File: src/rtl/ptss_pkg.sv
// Package: types, exception word table and constants for the past-tense suffix stripper.
package ptss_pkg;

	localparam int MAX_LEN_DEF = 64;
	localparam int EXC_COUNT   = 18;
	localparam int EXC_CHARS   = 10;
	localparam int TAIL_W      = 48;

	localparam logic [EXC_COUNT-1:0] EXC_ALL = '1;

	// Left-justified exception words, padded with spaces to EXC_CHARS bytes.
	localparam logic [8*EXC_CHARS-1:0] EXC_WORD [EXC_COUNT] = '{
		"adhered   ", "cancelled ", "compelled ", "compelled ", "cupelled  ",
		"dispelled ", "expelled  ", "gospelled ", "impelled  ", "lapelled  ",
		"propelled ", "rappelled ", "reexpelled", "repelled  ", "repelled  ",
		"respelled ", "revered   ", "stirred   "
	};

	localparam logic [3:0] EXC_LEN [EXC_COUNT] = '{
		4'd7, 4'd9, 4'd9, 4'd9, 4'd8, 4'd9, 4'd8, 4'd9, 4'd8, 4'd8,
		4'd9, 4'd9, 4'd10, 4'd8, 4'd8, 4'd9, 4'd7, 4'd7
	};

	typedef struct packed {
		logic [7:0] char_code;
		logic       word_end;
	} in_t;

	typedef struct packed {
		logic       changed;
		logic [5:0] keep_length;
		logic       last_becomes_y;
		logic       exception_hit;
		logic [4:0] exception_index;
	} out_t;

	typedef struct packed {
		logic       chg;
		logic       to_y;
		logic [1:0] drop;
	} rule_t;

endpackage

File: src/rtl/ptss_ram.sv
// Generic single-port-write, registered-read RAM.
module ptss_ram #(
	parameter int WIDTH = 8,
	parameter int DEPTH = 1
) (
	input  logic                                   clk,
	input  logic                                   wr_en,
	input  logic [(DEPTH > 1 ? $clog2(DEPTH) : 1)-1:0] wr_addr,
	input  logic [WIDTH-1:0]                       wr_data,
	input  logic [(DEPTH > 1 ? $clog2(DEPTH) : 1)-1:0] rd_addr,
	output logic [WIDTH-1:0]                       rd_data
);
	logic [WIDTH-1:0] mem [DEPTH];

	always_ff @(posedge clk) begin
		if (wr_en) begin
			mem[wr_addr] <= wr_data;
		end
		rd_data <= mem[rd_addr];
	end
endmodule

File: src/rtl/past_tense_suffix_stripper_core.sv
// Top level: past-tense suffix stripper, word state kept in a registered-read RAM.
// Result path: a word_end character is registered in item_s1, and its result in out_q;
// out_q loads only when it is empty or its held result is taken, and out_valid rises with it.
// Throughput: one character per cycle unless a word_end waits on a held result; the state
// RAM read/modify/write loop forwards the last written state when consecutive characters follow.
// Reset: arst_n clears the pipeline and output valid flags; the state RAM reads as
// an empty word until its first write.
module past_tense_suffix_stripper_core #(
	parameter int MAX_LEN = ptss_pkg::MAX_LEN_DEF
) (
	input  logic           clk,
	input  logic           arst_n,
	input  logic           in_valid,
	output logic           in_ready,
	input  ptss_pkg::in_t  in_data,
	output logic           out_valid,
	input  logic           out_ready,
	output ptss_pkg::out_t out_data
);
	import ptss_pkg::*;

	localparam int CNT_W = $clog2(MAX_LEN + 2);
	localparam int KW    = (CNT_W > 6) ? CNT_W : 6;
	localparam int ST_W  = CNT_W + TAIL_W + EXC_COUNT;
	localparam logic [ST_W-1:0] ST_RESET = {{CNT_W{1'b0}}, {TAIL_W{1'b0}}, EXC_ALL};

	logic            valid_s1;
	in_t             item_s1;
	logic            fwd_s1;
	logic [ST_W-1:0] wdata_q;
	logic            st_vld_q;
	logic            out_valid_q;
	out_t            out_q;

	logic [ST_W-1:0]      rd_data;
	logic [ST_W-1:0]      state_cur;
	logic [ST_W-1:0]      state_nx;
	logic [CNT_W-1:0]     cnt;
	logic [CNT_W-1:0]     n_nx;
	logic [TAIL_W-1:0]    tail;
	logic [TAIL_W-1:0]    tail_nx;
	logic [EXC_COUNT-1:0] alive;
	logic [EXC_COUNT-1:0] alive_nx;
	logic [3:0]           pos;
	logic                 hit;
	logic [4:0]           hit_idx;
	rule_t                rule;
	logic [KW-1:0]        keep_full;
	out_t                 res;
	logic                 adv;
	logic                 accept;
	logic                 out_load;

	function automatic logic vowel5(input logic [7:0] c);
		return c == "a" || c == "u" || c == "e" || c == "o" || c == "i";
	endfunction

	function automatic logic vowel6(input logic [7:0] c);
		return vowel5(c) || c == "y";
	endfunction

	function automatic rule_t suffix_rule(input logic [CNT_W-1:0] n,
			input logic [TAIL_W-1:0] t);
		rule_t      r;
		logic [7:0] t1;
		logic [7:0] t2;
		logic [7:0] t3;
		logic [7:0] t4;
		logic [7:0] t5;
		logic [7:0] t6;
		logic       gt5;
		t1  = t[7:0];
		t2  = t[15:8];
		t3  = t[23:16];
		t4  = t[31:24];
		t5  = t[39:32];
		t6  = t[47:40];
		gt5 = n > CNT_W'(5);
		r   = '{chg: 1'b1, to_y: 1'b0, drop: 2'd2};
		if (n <= CNT_W'(4)) begin
			r.chg = 1'b0;
		end else if (n > CNT_W'(6) && t3 == "i" && t2 == "n" && t1 == "g") begin
			r.chg = 1'b0;
		end else if (!(t2 == "e" && t1 == "d")) begin
			r.chg = 1'b0;
		end else if (t3 == "i") begin
			r.to_y = 1'b1;
		end else if (t3 == "u") begin
			r.drop = 2'd1;
		end else if (vowel5(t3)) begin
			r.chg = 1'b0;
		end else if (vowel6(t4) && (t3 == "x" || t3 == "y" || t3 == "r" || t3 == "l"
				|| t3 == "w")) begin
			r.drop = 2'd2;
		end else if (vowel5(t4)) begin
			if (gt5 && (vowel5(t5) || (t5 == "h" && t4 == "e" && t3 == "n"))) begin
				r.drop = 2'd2;
			end else begin
				r.drop = 2'd1;
			end
		end else if (t4 == t3 && t3 != "l") begin
			r.drop = gt5 ? 2'd3 : 2'd2;
		end else if (gt5 && t3 == "g" && t4 == "n" && t5 == "a" && t6 == "r") begin
			r.drop = 2'd1;
		end
		return r;
	endfunction

	ptss_ram #(
		.WIDTH(ST_W),
		.DEPTH(1)
	) u_state_ram (
		.clk    (clk),
		.wr_en  (adv),
		.wr_addr(1'b0),
		.wr_data(state_nx),
		.rd_addr(1'b0),
		.rd_data(rd_data)
	);

	assign adv      = valid_s1 && (!item_s1.word_end || !out_valid_q || out_ready);
	assign in_ready = !valid_s1 || adv;
	assign accept   = in_valid && in_ready;
	assign out_load = adv && item_s1.word_end;

	always_comb begin
		state_cur = fwd_s1 ? wdata_q : (st_vld_q ? rd_data : ST_RESET);
		cnt       = state_cur[ST_W-1 -: CNT_W];
		tail      = state_cur[EXC_COUNT +: TAIL_W];
		alive     = state_cur[EXC_COUNT-1:0];
		pos       = (cnt < CNT_W'(EXC_CHARS)) ? cnt[3:0] : 4'd0;
		for (int e = 0; e < EXC_COUNT; e++) begin
			alive_nx[e] = alive[e] && (cnt < CNT_W'(EXC_LEN[e]))
				&& (EXC_WORD[e][8*(EXC_CHARS-1-int'(pos)) +: 8] == item_s1.char_code);
		end
		n_nx    = (cnt < CNT_W'(MAX_LEN + 1)) ? cnt + CNT_W'(1) : cnt;
		tail_nx = {tail[TAIL_W-9:0], item_s1.char_code};
		hit     = 1'b0;
		hit_idx = 5'd0;
		for (int e = EXC_COUNT - 1; e >= 0; e--) begin
			if (alive_nx[e] && n_nx == CNT_W'(EXC_LEN[e])) begin
				hit     = 1'b1;
				hit_idx = 5'(e);
			end
		end
		rule      = suffix_rule(n_nx, tail_nx);
		keep_full = KW'(n_nx - CNT_W'(rule.drop));
		res       = '0;
		if (n_nx <= CNT_W'(MAX_LEN)) begin
			if (hit) begin
				res.changed         = 1'b1;
				res.exception_hit   = 1'b1;
				res.exception_index = hit_idx;
			end else if (rule.chg) begin
				res.changed        = 1'b1;
				res.keep_length    = keep_full[5:0];
				res.last_becomes_y = rule.to_y;
			end
		end
		state_nx = item_s1.word_end ? ST_RESET : {n_nx, tail_nx, alive_nx};
	end

	always_ff @(posedge clk or negedge arst_n) begin
		if (!arst_n) begin
			valid_s1    <= 1'b0;
			fwd_s1      <= 1'b0;
			st_vld_q    <= 1'b0;
			out_valid_q <= 1'b0;
		end else begin
			if (accept) begin
				valid_s1 <= 1'b1;
			end else if (adv) begin
				valid_s1 <= 1'b0;
			end
			fwd_s1 <= accept && adv;
			if (adv) begin
				st_vld_q <= 1'b1;
			end
			if (out_load) begin
				out_valid_q <= 1'b1;
			end else if (out_ready) begin
				out_valid_q <= 1'b0;
			end
		end
	end

	always_ff @(posedge clk) begin
		if (accept) begin
			item_s1 <= in_data;
		end
		if (adv) begin
			wdata_q <= state_nx;
		end
		if (out_load) begin
			out_q <= res;
		end
	end

	assign out_valid = out_valid_q;
	assign out_data  = out_q;

`ifndef SYNTH
	a_hit_keep_zero: assert property (@(posedge clk) disable iff (!arst_n)
		out_valid && out_data.exception_hit |->
			out_data.changed && out_data.keep_length == 6'd0 && !out_data.last_becomes_y)
		else $error("exception transfer carries a stem length");

	a_unchanged_zero: assert property (@(posedge clk) disable iff (!arst_n)
		out_valid && !out_data.changed |-> out_data == '0)
		else $error("unchanged transfer carries nonzero fields");

	a_end_rearms: assert property (@(posedge clk) disable iff (!arst_n)
		out_load |=> wdata_q == ST_RESET)
		else $error("word state not re-armed after word end");

	a_no_overrun: assert property (@(posedge clk) disable iff (!arst_n)
		out_valid_q && !out_ready |-> !out_load)
		else $error("result register overwritten while held");
`endif

endmodule

File: config.mk
export PLATFORM = sky130hd
export DESIGN_NAME = past_tense_suffix_stripper_core
export DESIGN_NICKNAME = d
export VERILOG_FILES = /design/src/rtl/ptss_pkg.sv /design/src/rtl/ptss_ram.sv /design/src/rtl/past_tense_suffix_stripper_core.sv
export SDC_FILE = /design/constraint.sdc
export NUM_CORES = 1
export LEC_CHECK = 0
export BUFFER_PORTS_ARGS = -buffer_cell sky130_fd_sc_hd__buf_4
export CAP_MARGIN = 10
export CORE_ASPECT_RATIO = 0.7
export CORE_MARGIN = 10
export CORE_UTILIZATION = 55
export CTS_CLUSTER_DIAMETER = 150
export DETAILED_ROUTE_END_ITERATION = 16
export GPL_TIMING_DRIVEN = 0
export HOLD_SLACK_MARGIN = 0.12
export PLACE_DENSITY = 0.79
export SLEW_MARGIN = 20
export SYNTH_ARGS = -nofsm -noshare
export SYNTH_HDL_FRONTEND = slang
export SYNTH_HIERARCHICAL = 1
export SYNTH_SLANG_ARGS = --single-unit
File: constraint.sdc
create_clock -name clk -period 13.1 [get_ports clk]
set_input_delay 0 -clock clk [delete_from_list [all_inputs] [get_ports clk]]
set_output_delay 0 -clock clk [all_outputs]
set_load 0.005 [all_outputs]
==> reports/results.ini <==
[final_layout]
diodes=0
final_core_util_pct=64.0
drive_gt1_share_pct=15.1
nets=1101
area_growth_pct=13.8
fillCellCount=1558

[critical_path]
crit_top_cell=nand2_1
rr_worst_depth=22
r2r-start=fwd_s1
cpMaxStageDelayCell=nor4_1
crit_arrival_ps=7120
critPathMaxStageDelay_ps=900
cp-end-kind=register
reg2reg_to=out_data[9]
worst-path-buf-inv=5
path_max_fanout=10
crit_path_start_kind=register
path_cells=nand2b_1, buf_4, buf_1, o21a_1, nand2_1, nor2_1, nand2_1, ha_1, inv_1, clkbuf_1, nand3_1, nor3_1, o2bb2ai_1, o211a_2, o311ai_1, nor4_1, a22oi_1, nor3b_2, nand4_1, or3b_1, buf_6, nor2_2
ff2ff_setup_slack_ps=6240
crit_family=simple AND/OR/NAND/NOR gates
critical_path_class=register to register
required_ps=13370

[sta]
worst_clock_skew_ps=23.8
maxSlewHeadroom_pct=30.7
rsz0062_at_grt=no
fin_crit_sh_pct=52.4
fmax_mhz=146
maxSlewViolCount=0
tightest_slew_ps=1040
setup_tns_ps=0
setup_viol=0
period_needed_ps=6860
hold_viol=0

[min_path]
worst_hold_path.endpoint=item_s1[2]
holdCritStartpoint=in_data[2]
whs_path_depth=2
hold_path.class=input pin to register

[synthesis]
synthCells=1011
synth_warnings=6
syn_area_per_cell_um2=11.0
syn_nets=1029
syn_area_um2=11200

[die]
io_pins=29
core.rowCount=43
core_um2=19900
start_util_pct=56.2
die_w_um=190
dieArea_um2=26500
dieHeight_um=139

[clocking]
cts-root-buf=clkbuf_16
postCtsSetupRepairBufs=0
clk_pin_slew_ps=60
cts_buffers=22
cts_tree=built
clockBufferDepth=3
cts_resized=0
worstSkewPairLatency_ps=530
numClockSinks=222
cts-htree-levels=1
holdBufCountCts=14

[placed_design]
gp_congestion=0.985
port-buffer-count=28
dp_hpwl_um=24600

[routing]
first_iter_violations=1158
wl_per_cell_um=24.3
drt-total-wl_um=33300
vias_per_cell=6.54
drc=0
antenna_left=0
dr.pass1.iters=5
num_vias=8954

[grt]
grt_first_pass_wirelength_um=51200
grt_max_degree=27
gr-total-overflow=0
grt_use_total_pct=24.7
first_global_vias=8372
antenna_found_initial=1

[job]
max_cap_viol_count=0

[status]
outcome=completed

[pwr]
powerDensity_nw_per_um2=145
ir_worst_vdd_v=0.000122
p_leak_nw=4.44

## area by class of cell
| cell class | count | area [um^2] | area share [%] |
|---|---|---|---|
| Clock inverter | 5 | 70.1 | 0.552 |
| Inverter | 14 | 52.6 | 0.414 |
| Timing Repair Buffer | 48 | 503 | 3.96 |
| Multi-Input combinational cell | 713 | 4800 | 37.8 |
| Clock buffer | 35 | 619 | 4.88 |
| Tap cell | 270 | 338 | 2.66 |
| Sequential cell | 222 | 6000 | 47.2 |
| Buffer | 62 | 322 | 2.53 |
## per-layer routing
metal | routed length, um | GRT usage [%] | share of wire [%]
met3 | 4010 | 6.86 | 12
met1 | 14900 | 37.5 | 45
met2 | 13500 | 33.3 | 41
met4 | 906 | 6.65 | 2.7
met5 | 0 | 0 | 0
## worst max path at each step
stage                     startpoint           end  slack, ps  cells after the start
final                         fwd_s1   out_data[9]       6240                     22
after global routing          fwd_s1  out_data[12]       5880                     26
after CTS                     fwd_s1   out_data[9]       6450                     22
after detailed placement      fwd_s1   out_data[6]       6490                     22
after global placement     out_valid   out_data[3]      -2440                      3
after floorplan            out_valid   out_data[0]       1550                      3
## layout by cell type (no fill, tap or decap), types with 13 or more instances in the layout
cell	n
or2_2	15
dlygate4sd3_1	14
nand3_1	32
xor2_1	14
o22ai_1	19
clkbuf_16	22
clkbuf_1	38
edfxtp_1	153
nor2b_1	19
nor3_1	26
a22oi_1	31
o211ai_1	17
nor2_1	84
nand4_1	14
buf_1	13
a21oi_1	39
dfxtp_1	65
nand2_1	68
o21ai_0	34
nor4_1	13
buf_4	35
xnor2_1	43
## power by group
group | switching, mW | total [mW] | leakage (nW) | internal, mW
combinational | 0.258 | 0.392 | 1.99 | 0.134
clock | 0.261 | 0.608 | 0.330 | 0.346
sequential | 0.0277 | 0.844 | 2.12 | 0.817
## through the flow
step	total power, mW	worst slack, ps	hold slack, ps	instance area, um^2	std cells
6_report	1.84	6240	204	12700	1369
5_1_grt	1.91	5880	201	12700	1369
4_1_cts	1.84	6450	190	12700	1369
3_5_place_dp	1.23	6490	-203	11900	1315
3_3_place_gp	1.24	-2440	-202	11700	1309
2_1_floorplan	1.12	1550	-296	11200	1011
## sequential cells by signal (all words and copies together) (netlist names)
signal               flops
u_state_ram/rd_data     65
valid_s1                 1
fwd_s1                   1
out_valid                1
u_state_ram/mem         65
item_s1                  9
wdata_q                 65
out_data                14
st_vld_q                 1
## worst reg2reg max path, stage by stage, from the launching register on
cell and delay (ps):
dfrtp_1 420, nand2b_1 130, buf_4 180, buf_1 720, o21a_1 310, nand2_1 90
nor2_1 210, nand2_1 90, ha_1 220, inv_1 90, clkbuf_1 550, nand3_1 370
nor3_1 780, o2bb2ai_1 200, o211a_2 190, o311ai_1 180, nor4_1 900, a22oi_1 180
nor3b_2 230, nand4_1 120, or3b_1 210, buf_6 170, nor2_2 50
No activity file was read; power rests on OpenSTA's default activity.
